$ cat src/sv/sha256_pkg.sv
// sha256 constants, round table, state type and rotate helper function
`default_nettype none
package sha256_pkg;

    typedef enum logic [2:0] {
        ST_IDLE,
        ST_LOAD,
        ST_ROUND,
        ST_ADD,
        ST_EMIT
    } state_t;

    localparam logic [31:0] INIT_HASH [8] = '{
        32'h6a09e667, 32'hbb67ae85, 32'h3c6ef372, 32'ha54ff53a,
        32'h510e527f, 32'h9b05688c, 32'h1f83d9ab, 32'h5be0cd19
    };

    localparam logic [31:0] ROUND_K [64] = '{
        32'h428a2f98, 32'h71374491, 32'hb5c0fbcf, 32'he9b5dba5, 32'h3956c25b, 32'h59f111f1,
        32'h923f82a4, 32'hab1c5ed5, 32'hd807aa98, 32'h12835b01, 32'h243185be, 32'h550c7dc3,
        32'h72be5d74, 32'h80deb1fe, 32'h9bdc06a7, 32'hc19bf174, 32'he49b69c1, 32'hefbe4786,
        32'h0fc19dc6, 32'h240ca1cc, 32'h2de92c6f, 32'h4a7484aa, 32'h5cb0a9dc, 32'h76f988da,
        32'h983e5152, 32'ha831c66d, 32'hb00327c8, 32'hbf597fc7, 32'hc6e00bf3, 32'hd5a79147,
        32'h06ca6351, 32'h14292967, 32'h27b70a85, 32'h2e1b2138, 32'h4d2c6dfc, 32'h53380d13,
        32'h650a7354, 32'h766a0abb, 32'h81c2c92e, 32'h92722c85, 32'ha2bfe8a1, 32'ha81a664b,
        32'hc24b8b70, 32'hc76c51a3, 32'hd192e819, 32'hd6990624, 32'hf40e3585, 32'h106aa070,
        32'h19a4c116, 32'h1e376c08, 32'h2748774c, 32'h34b0bcb5, 32'h391c0cb3, 32'h4ed8aa4a,
        32'h5b9cca4f, 32'h682e6ff3, 32'h748f82ee, 32'h78a5636f, 32'h84c87814, 32'h8cc70208,
        32'h90befffa, 32'ha4506ceb, 32'hbef9a3f7, 32'hc67178f2
    };

    localparam logic [7:0] PAD_BYTE = 8'h80;
    localparam logic [5:0] LEN_POS  = 6'd56;

    function automatic logic [31:0] rotr(input logic [31:0] x, input int n);
        rotr = (x >> n) | (x << (32 - n));
    endfunction

endpackage
`default_nettype wire

$ cat src/sv/sha256_message_hasher_top.sv
// sha-256 message hasher: byte stream in, eight digest words out
//
// s_ channel: one message byte per transaction; tuser[0] marks whether tdata
// carries a byte, tlast closes the message after that byte.
// m_ channel: eight transactions per message, digest word 0 (most
// significant) first; tuser holds the word index, tlast marks word 7.
// A byte that does not complete a block is taken while the hasher stays idle,
// so the next byte can follow. A byte that fills a block runs the load, the
// rounds on the single round unit and the chaining add. A closing
// transaction runs one or two padding blocks, after the block it completes
// if any, then emits the digest words one per cycle the receiver accepts.
// s_axis_tready is low during all of this, and a stalled receiver holds the
// block in the emit phase.
// Message bytes collect in the 16-word schedule ring, and schedule words
// are computed in place in that ring as rounds run. After reset the
// chaining words hold the standard initial values and the block is ready
// at once.
`default_nettype none
module sha256_message_hasher_top
    import sha256_pkg::*;
(
    input  wire logic        aclk,
    input  wire logic        aresetn,
    input  wire logic        s_axis_tvalid,
    output logic             s_axis_tready,
    input  wire logic [7:0]  s_axis_tdata,   // data_byte
    input  wire logic        s_axis_tuser,   // has_byte
    input  wire logic        s_axis_tlast,   // end_of_message
    output logic             m_axis_tvalid,
    input  wire logic        m_axis_tready,
    output logic [31:0]      m_axis_tdata,   // digest_word
    output logic [2:0]       m_axis_tuser,   // word_index
    output logic             m_axis_tlast    // last_word
);

    state_t state_reg, state_next;
    logic [5:0]  fill_reg;
    logic [60:0] count_reg;
    logic [31:0] h_reg [8];
    logic [31:0] v_reg [8];
    logic [31:0] w_reg [16];
    logic [5:0]  round_reg;
    logic [1:0]  pad_reg;     // 0 message block, 1 last padding block, 2 first of two
    logic [2:0]  idx_reg;
    logic        end_reg;     // message closed by the byte that filled the block

    logic        acc;
    logic [5:0]  fill_inc;
    logic [63:0] bits;
    logic [31:0] wt, s0, s1, wnew, t1, t2;
    logic [31:0] w16 [16];

    assign acc      = s_axis_tvalid && s_axis_tready;
    assign fill_inc = fill_reg + 6'd1;
    assign bits     = {count_reg, 3'b000};

    // padded block contents, word by word
    always_comb begin
        logic [7:0] b;
        logic [5:0] p;
        for (int i = 0; i < 16; i++) begin
            for (int j = 0; j < 4; j++) begin
                p = 6'(4 * i + j);
                if (pad_reg == 2'd0) begin
                    b = w_reg[i][31 - 8 * j -: 8];
                end else begin
                    if (p < fill_reg && pad_reg != 2'd3) b = w_reg[i][31 - 8 * j -: 8];
                    else if (p == fill_reg && pad_reg != 2'd3) b = PAD_BYTE;
                    else b = 8'h00;
                    if (pad_reg != 2'd2 && p >= LEN_POS) b = bits[8 * (63 - p) +: 8];
                end
                w16[i][31 - 8 * j -: 8] = b;
            end
        end
    end

    always_comb begin
        wt   = w_reg[0];
        s0   = rotr(w_reg[1], 7) ^ rotr(w_reg[1], 18) ^ (w_reg[1] >> 3);
        s1   = rotr(w_reg[14], 17) ^ rotr(w_reg[14], 19) ^ (w_reg[14] >> 10);
        wnew = s1 + w_reg[9] + s0 + w_reg[0];
        t1   = v_reg[7] + (rotr(v_reg[4], 6) ^ rotr(v_reg[4], 11) ^ rotr(v_reg[4], 25))
             + ((v_reg[4] & v_reg[5]) ^ (~v_reg[4] & v_reg[6])) + ROUND_K[round_reg] + wt;
        t2   = (rotr(v_reg[0], 2) ^ rotr(v_reg[0], 13) ^ rotr(v_reg[0], 22))
             + ((v_reg[0] & v_reg[1]) ^ (v_reg[0] & v_reg[2]) ^ (v_reg[1] & v_reg[2]));
    end

    always_ff @(posedge aclk) begin
        if (!aresetn) begin
            state_reg <= ST_IDLE;
        end else begin
            state_reg <= state_next;
        end
    end

    always_comb begin
        state_next    = state_reg;
        s_axis_tready = 1'b0;
        m_axis_tvalid = 1'b0;
        case (state_reg)
            ST_IDLE: begin
                s_axis_tready = 1'b1;
                if (acc && ((s_axis_tuser && fill_inc == 6'd0) || s_axis_tlast))
                    state_next = ST_LOAD;
            end
            ST_LOAD:  state_next = ST_ROUND;
            ST_ROUND: if (round_reg == 6'd63) state_next = ST_ADD;
            ST_ADD: begin
                if (pad_reg == 2'd2 || (pad_reg == 2'd0 && end_reg)) state_next = ST_LOAD;
                else if (pad_reg == 2'd0) state_next = ST_IDLE;
                else state_next = ST_EMIT;
            end
            ST_EMIT: begin
                m_axis_tvalid = 1'b1;
                if (m_axis_tready && idx_reg == 3'd7) state_next = ST_IDLE;
            end
            default: state_next = ST_IDLE;
        endcase
    end

    // pad_reg: 0 plain block, 1 final block with length, 2 first of two
    // (message end + 0x80, no length), 3 second of two (zeros + length)
    always_ff @(posedge aclk) begin
        if (!aresetn) begin
            fill_reg  <= '0;
            count_reg <= '0;
            pad_reg   <= 2'd0;
            idx_reg   <= '0;
            round_reg <= '0;
            end_reg   <= 1'b0;
            for (int i = 0; i < 8; i++) h_reg[i] <= INIT_HASH[i];
        end else begin
            case (state_reg)
                ST_IDLE: if (acc) begin
                    if (s_axis_tuser) begin
                        for (int j = 0; j < 4; j++)
                            if (fill_reg[1:0] == 2'(j))
                                w_reg[fill_reg[5:2]][31 - 8 * j -: 8] <= s_axis_tdata;
                        fill_reg  <= fill_inc;
                        count_reg <= count_reg + 61'd1;
                    end
                    if (s_axis_tuser && fill_inc == 6'd0) begin
                        pad_reg <= 2'd0;
                        end_reg <= s_axis_tlast;
                    end else if (s_axis_tlast)
                        pad_reg <= ((s_axis_tuser ? fill_inc : fill_reg) >= LEN_POS) ?
                            2'd2 : 2'd1;
                end
                ST_LOAD: begin
                    for (int i = 0; i < 16; i++) w_reg[i] <= w16[i];
                    for (int i = 0; i < 8; i++) v_reg[i] <= h_reg[i];
                    round_reg <= '0;
                end
                ST_ROUND: begin
                    for (int i = 0; i < 15; i++) w_reg[i] <= w_reg[i + 1];
                    w_reg[15] <= wnew;
                    v_reg[7] <= v_reg[6];
                    v_reg[6] <= v_reg[5];
                    v_reg[5] <= v_reg[4];
                    v_reg[4] <= v_reg[3] + t1;
                    v_reg[3] <= v_reg[2];
                    v_reg[2] <= v_reg[1];
                    v_reg[1] <= v_reg[0];
                    v_reg[0] <= t1 + t2;
                    round_reg <= round_reg + 6'd1;
                end
                ST_ADD: begin
                    for (int i = 0; i < 8; i++) h_reg[i] <= h_reg[i] + v_reg[i];
                    if (pad_reg == 2'd2) pad_reg <= 2'd3;
                    else if (pad_reg == 2'd0 && end_reg) begin
                        pad_reg <= 2'd1;
                        end_reg <= 1'b0;
                    end
                    idx_reg <= '0;
                end
                ST_EMIT: if (m_axis_tready) begin
                    idx_reg <= idx_reg + 3'd1;
                    if (idx_reg == 3'd7) begin
                        for (int i = 0; i < 8; i++) h_reg[i] <= INIT_HASH[i];
                        fill_reg  <= '0;
                        count_reg <= '0;
                        pad_reg   <= 2'd0;
                    end
                end
                default: ;
            endcase
        end
    end

    assign m_axis_tdata = h_reg[idx_reg];
    assign m_axis_tuser = idx_reg;
    assign m_axis_tlast = idx_reg == 3'd7;

endmodule
`default_nettype wire
$ cat config.mk
export PLATFORM = sky130hd
export DESIGN_NAME = sha256_message_hasher_top
export DESIGN_NICKNAME = d
export VERILOG_FILES = /design/src/sv/sha256_pkg.sv /design/src/sv/sha256_message_hasher_top.sv
export SDC_FILE = /design/constraint.sdc
export NUM_CORES = 2
export LEC_CHECK = 0
export BUFFER_PORTS_ARGS = -buffer_cell sky130_fd_sc_hd__clkbuf_2
export CORE_ASPECT_RATIO = 1.5
export CORE_MARGIN = 2
export CORE_UTILIZATION = 30
export CTS_CLUSTER_DIAMETER = 60
export DETAILED_ROUTE_END_ITERATION = 10
export GPL_TIMING_DRIVEN = 0
export PLACE_DENSITY_LB_ADDON = 0.3
export SLEW_MARGIN = 20
export SYNTH_ARGS = -nofsm -noshare
export SYNTH_HDL_FRONTEND = slang
export SYNTH_SLANG_ARGS = --single-unit
$ cat constraint.sdc
create_clock -name aclk -period 12.82 [get_ports aclk]
set_clock_uncertainty 0.05 [all_clocks]
set_input_delay 1.923 -clock aclk [delete_from_list [all_inputs] [get_ports aclk]]
set_output_delay 1.923 -clock aclk [all_outputs]
set_load 0.01 [all_outputs]
# --- After elaboration in Yosys (flattened, before gate mapping) ---
# Memories as Yosys holds them, arrays and structs flattened. A register that Yosys moved wholly into a read port is not among the register bits.
# Cells that the tools add are included.
totals:
  reg_bits: 82
  latch_bits: 0
  mem_bits_rw: 1024
  romBits: 2048
  in_bits: 14
  output_inout_bits: 38
  n_memories: 4
op_classes:
  n_addsub: 22
  mul: 0
  n_div: 0
  magnitude_cmp: 66
  n_eq_ne: 87
  shift: 0
  muxes: 321
  n_bitwise: 68
  reduce_logical: 152
memory_table:
  columns: ["memory", "depth", "word_bits", "rd", "rd_clocked_by_memory_dff", "write_ports", "line_no", "source"]
  rows:
  - ["(name not given)", 64, 32, 1, 0, 0, "sha256_message_hasher_top.sv:83", "+ ((v_reg[4] & v_reg[5]) ^ (~v_reg[4] & v_reg[6])) + ROUND_K[round_reg] + wt;"]
  - ["w_reg", 16, 32, 16, 0, 16, "sha256_message_hasher_top.sv:41", "logic [31:0] w_reg [16];"]
  - ["h_reg", 8, 32, 9, 1, 8, "sha256_message_hasher_top.sv:39", "logic [31:0] h_reg [8];"]
  - ["v_reg", 8, 32, 8, 0, 8, "sha256_message_hasher_top.sv:40", "logic [31:0] v_reg [8];"]
op_table:
  columns: ["cell", "count"]
  rows:
  - ["2-to-1 mux 8 bit", 200]
  - ["2-to-1 mux 32 bit", 43]
  - ["adder 32 bit", 18]
  - ["XOR 32 bit", 9]
  - ["2-to-1 mux 61 bit", 4]
  - ["equality test 6 bit, first input constant", 32]
  - ["less-than comparator 6 bit, first input constant", 32]
  - ["AND 32 bit", 5]
  - ["logical AND 1 bit", 133]
  - ["case mux 61 bit (2 select lines)", 1]
  - ["equality test 5 x 6 -> 1 bit, first input constant", 16]
  - ["less-than comparator 5 x 6 -> 1 bit, first input constant", 16]
  - ["adder 61 x 1 -> 61 bit, second input constant", 1]
  - ["equality test 4 x 6 -> 1 bit, first input constant", 8]
  - ["less-than comparator 4 x 6 -> 1 bit, first input constant", 8]
  - ["2-to-1 mux 1 bit", 45]
  - ["bitwise OR 1 bit", 40]
  - ["NOT 32 bit", 1]
  - ["bitwise OR 10 x 32 -> 32 bit", 1]
  - ["bitwise OR 13 x 32 -> 32 bit", 1]
  - ["bitwise OR 14 x 32 -> 32 bit", 1]
  - ["bitwise OR 15 x 32 -> 32 bit", 1]
  - ["bitwise OR 19 x 32 -> 32 bit", 1]
  - ["bitwise OR 21 x 32 -> 32 bit", 1]
  - ["46 further kinds", 98]

# --- Logic depth before layout (Yosys ltp) ---
# An unclocked memory read counts as a cell.
depth:
  word_depth: 10
  ltp_mapped: 40
  ltp_nobuf: 38

# --- Least setup slack after synthesis ---
# No wires, ideal clock.
synth_timing:
  path_kind: "input -> register"
  from: "in aresetn"
  to: "mem w_reg[11][10], enable pin"
  t_arrival_ps: 10609
  setup_slack_ps: 1785
  cell_stages: 8
  path_buffers: 4
  cell_sequence: "clkbuf_1 > o21ai_0 > clkbuf_1 > inv_1 > clkbuf_1 > buf_1 > a21oi_1 > nor2_1"
synth_rtl:
  columns: ["item", "line_no", "source"]
  rows:
  - ["start, declared", "sha256_message_hasher_top.sv:23", "input wire logic aresetn,"]
  - ["end, declared", "sha256_message_hasher_top.sv:41", null]

==> metrics.md <==
| Metric | Value |
|---|---|
| Row cnt | `222` |
| Number of buffers created by CTS | `143` |
| Height of the chip | `611 um` |
| CTS Buffer Depth | `3` |
| Routed len/inst | `29.2 um` |
| Final net count | `8638` |
| Cell type contributing the most total cell area after synthesis | `sky130_fd_sc_hd__edfxtp_1` |
| Fraction of final layout cells with drive strength greater than 1 | `0.0699` |
| Data required time at the worst endpoint | `13.34 ns` |
| Layout overhead on the synthesized area | `13.6%` |
| Final min period | `12.38 ns` |
| Number of max-cap violations | `0` |
| Initial core utilization | `0.302` |
| Initial antenna violation count | `11` |
| Global routing met1 resource utilization | `0.271` |
| DP HPWL | `265000 um` |
| Most crowded layer after global routing | `met2` |
| Iteration-0 DRC count of the detailed router | `6018` |
| Fraction of post-synthesis cell area in the top cell type by area | `0.365` |
| Pleak | `31.4 nW` |
| First-pass detailed-route iteration total | `6` |
| Sequential share of the synthesized area | `0.423` |
| Met3 global-route usage | `0.0478` |
| Power per unit of standard cell area | `303 nW/um^2` |
| Largest net degree at the start of global routing | `54` |
| Routed Wire Length | `333000 um` |
| R2R Setup Slk | `0.44 ns` |
| Proportion of register bits with asynchronous set or reset after synthesis | `0` |
| CTS Hold Buffers Added | `0` |
| IO buf count | `49` |
| Number of inserted filler cells in the final layout | `25100` |
| Worst-Skew Late Latency | `0.86 ns` |
| Clock H-tree levels | `4` |
| Yosys warnings | `0` |
| CTS clk-pin slew, worst paths | `0.06 ns` |
| Average size of a mapped cell | `9.45 sq um` |
| Worst path bufs/invs | `3` |
| Worst hold stages | `2` |
| Crit start category | `flop` |
| Type of the worst setup path | `flop to flop` |
| Endpoint class of the critical path | `flop` |
| Syn Std Cell Area | `73700 sq um` |
| Post-synthesis instance total | `7798` |
| Std-Cell Core Area | `244000 sq um` |
| Number of cells in the finished layout apart from fillers | `11400` |
| Full die area | `250000 sq um` |
| Root buffer cell | `sky130_fd_sc_hd__clkbuf_16` |
| Top cells by area in the synthesized netlist | `sky130_fd_sc_hd__edfxtp_1 (37%), sky130_fd_sc_hd__nand2_1 (9.5%), sky130_fd_sc_hd__ha_1 (6.8%)` |
| Via count | `62700` |
| Placed standard-cell area | `78800 sq um` |
| Crit-path slowest cell | `sky130_fd_sc_hd__a21oi_1` |
| Post-CTS repair timing setup buffer count | `0` |
| Final Cycle Share | `0.966` |
| Run status | `finished clean` |
| Worst reg2reg startpoint | `round_reg[1]` |
| Vias in the first global route | `62900` |
| Cells on worst reg2reg path | `36` |
| Clock tree from TritonCTS | `built` |
| Remaining Overflow, GRT | `0` |
| Count of flip-flops with a built-in enable after synthesis | `896` |
| Via density per instance | `5.50` |
| Endpoint of the lowest-slack register-to-register path | `v_reg[0][31]` |
| DRT antenna net count | `0` |
| VDD IR-drop max | `0.309 mV` |
| Die W | `409 um` |
| Setup repair after global routing missed its margin | `no` |
| Count of instances resized after the clock tree is built | `0` |
| Final Hold Viols | `0` |
| Routing usage on met2 | `0.451` |
| Primary FF master, synth | `sky130_fd_sc_hd__edfxtp_1` |
| Global-route wire length before repair | `463000 um` |
| Netlist cell types | `94` |
| I/O Pins | `52` |
| Tightest Hold Check Type | `flop to flop` |
| Hold Path Origin | `h_reg[4][21]` |
| Number of flip-flops under the largest register name | `512` |
| Hold EP | `h_reg[4][21]` |
| Number of sinks handled by clock tree synthesis | `1109` |
| Achievable clock frequency | `0.0808 GHz` |
| Net Count, Synth | `8405` |
| Critical path data arrival time | `12.90 ns` |
| Number of storage elements in the synthesis netlist | `1109` |
| Number of pins exceeding their max-slew limit in the final report | `0` |
| Max transition margin | `0.162` |
| Gr usage total | `0.261` |
| DRC violations left | `0` |
| Cells after DPL | `11100` |
| Crit-path max cell delay | `0.93 ns` |
| Slew at the pin closest to its max-slew limit | `1.26 ns` |
| Category of cells accounting for the largest share of critical-path delay | `compound AO/OA/AOI/OAI gates` |
| Final Setup Violations | `0` |
| Final design instance area without fill | `83700 sq um` |
| Maximum net fanout on the critical path | `12` |
| Last weighted congestion value of the routability-driven placer | `1.04` |
cell usage in the layout (no fill, tap or decap), types with 18 or more instances in the layout:
| cell type | n |
|---|---|
| sky130_fd_sc_hd__a31oi_1 | 66 |
| sky130_fd_sc_hd__mux4_2 | 71 |
| sky130_fd_sc_hd__a221o_1 | 46 |
| sky130_fd_sc_hd__edfxtp_1 | 896 |
| sky130_fd_sc_hd__fa_1 | 195 |
| sky130_fd_sc_hd__o21bai_1 | 47 |
| sky130_fd_sc_hd__mux2_2 | 55 |
| sky130_fd_sc_hd__nor2b_1 | 64 |
| sky130_fd_sc_hd__clkbuf_16 | 145 |
| sky130_fd_sc_hd__or3_1 | 43 |
| sky130_fd_sc_hd__nand3_1 | 131 |
| sky130_fd_sc_hd__o211ai_1 | 53 |
| sky130_fd_sc_hd__a22oi_1 | 39 |
| sky130_fd_sc_hd__maj3_1 | 30 |
| sky130_fd_sc_hd__dfxtp_1 | 213 |
| sky130_fd_sc_hd__inv_1 | 256 |
| sky130_fd_sc_hd__o21a_1 | 43 |
| sky130_fd_sc_hd__xnor2_1 | 408 |
| sky130_fd_sc_hd__clkbuf_2 | 81 |
| sky130_fd_sc_hd__a221oi_1 | 23 |
| sky130_fd_sc_hd__buf_1 | 48 |
| sky130_fd_sc_hd__clkinv_1 | 25 |
| sky130_fd_sc_hd__ha_1 | 398 |
| sky130_fd_sc_hd__nand2_1 | 1868 |
| sky130_fd_sc_hd__clkbuf_1 | 368 |
| sky130_fd_sc_hd__and3_1 | 59 |
| sky130_fd_sc_hd__o31ai_1 | 22 |
| sky130_fd_sc_hd__o21ai_1 | 30 |
| sky130_fd_sc_hd__clkinv_2 | 18 |
| sky130_fd_sc_hd__and2_1 | 27 |
| sky130_fd_sc_hd__nand4_1 | 35 |
| sky130_fd_sc_hd__nor2_1 | 420 |
| sky130_fd_sc_hd__nor3_1 | 132 |
| sky130_fd_sc_hd__nand2b_1 | 74 |
| sky130_fd_sc_hd__xor2_1 | 194 |
| sky130_fd_sc_hd__a21o_1 | 163 |
| sky130_fd_sc_hd__o21ai_0 | 383 |
| sky130_fd_sc_hd__nor3_2 | 22 |
| sky130_fd_sc_hd__a21oi_1 | 508 |
| sky130_fd_sc_hd__a211oi_1 | 59 |
metal layers:
layer,part of all wire,up-vias
li1,-,28100
met1,0.34,30900
met2,0.49,2811
met3,0.062,971
met4,0.10,0
met5,0,-
per-stage QoR:
step	TNS (ns)	worst slack, ns	utilization	hold WS (ns)	total power, mW
2_1_floorplan	0	1.78	-	0.405	16.0
3_3_place_gp	-1613.81	-6.57	0.320	0.430	20.7
3_5_place_dp	0	0.680	0.323	0.440	20.8
4_1_cts	0	0.614	0.343	0.448	25.1
5_1_grt	0	0.249	0.343	0.477	27.0
6_report	0	0.442	0.343	0.449	25.3
worst max path at each step:
| stage | startpoint | to | slack, ns | depth (start not counted) |
|---|---|---|---|---|
| after CTS | round_reg[1] | v_reg[0][31] | 0.61 | 36 |
| after global routing | round_reg[1] | v_reg[0][31] | 0.25 | 36 |
| after global placement | aresetn | w_reg[15][10] | -6.57 | 7 |
| after detailed placement | round_reg[1] | v_reg[0][31] | 0.68 | 36 |
| final | round_reg[1] | v_reg[0][31] | 0.44 | 36 |
| after floorplan | aresetn | w_reg[11][10] | 1.78 | 8 |
area by class of cell:
cell class / count / area (sq um) / area share
clock buffers: 170 / 3770 / 0.0451
well taps: 3248 / 4060 / 0.0485
inverters: 262 / 988 / 0.0118
diodes: 5 / 12.5 / 0.000149
flip-flops and latches: 1109 / 31200 / 0.372
clock inverters: 93 / 1080 / 0.0129
multi-input cells: 5990 / 40100 / 0.479
repair buffers: 88 / 800 / 0.00955
plain buffers: 437 / 1700 / 0.0203
synth_stat cells, drive strengths merged (27+ instances only):
master and instances:
a211oi 63, a21o 164, a21oi 512, a221o 46, a221oi 28, a22oi 39, a31oi 68, and2 27
and3 59, buf 56, clkbuf 381, dfxtp 213, edfxtp 896, fa 195, ha 398, inv 258
maj3 30, mux2 55, mux4 71, nand2 1868, nand2b 74, nand3 132, nand4 35, nor2 427
nor2b 64, nor3 154, o211ai 53, o21a 43, o21ai 415, o21bai 47, or3 43, xnor2 411
xor2 195
cells by family (layout without fill, tap and decap cells):
family                   after synthesis  in the layout  share of synthesized area
XOR/XNOR                             608            608                     0.0727
other                                  0              5                          0
multiplexers                         142            142                     0.0323
AO/OA/AOI/OAI                       1674           1674                      0.143
AND/OR/NAND/NOR                     2943           2943                      0.168
flip-flops                          1109           1109                      0.423
adder cells (fa/ha/maj)              623            623                      0.125
buffers and inverters                699           1050                     0.0357
where the power goes:
part	total (mW)	switching (mW)	leakage (nW)	internal, mW
sequential	4.61	0.273	9.65	4.34
clock	4.22	1.79	2.35	2.43
combinational	16.5	10.2	19.4	6.30
worst min-delay path: cells and delay by family (launching register included):
family	cells	cell delay [ns]
AND/OR/NAND/NOR	1	0.06
AO/OA/AOI/OAI	1	0.05
flip-flops	1	0.34
Power figures use the tool's default switching activity.
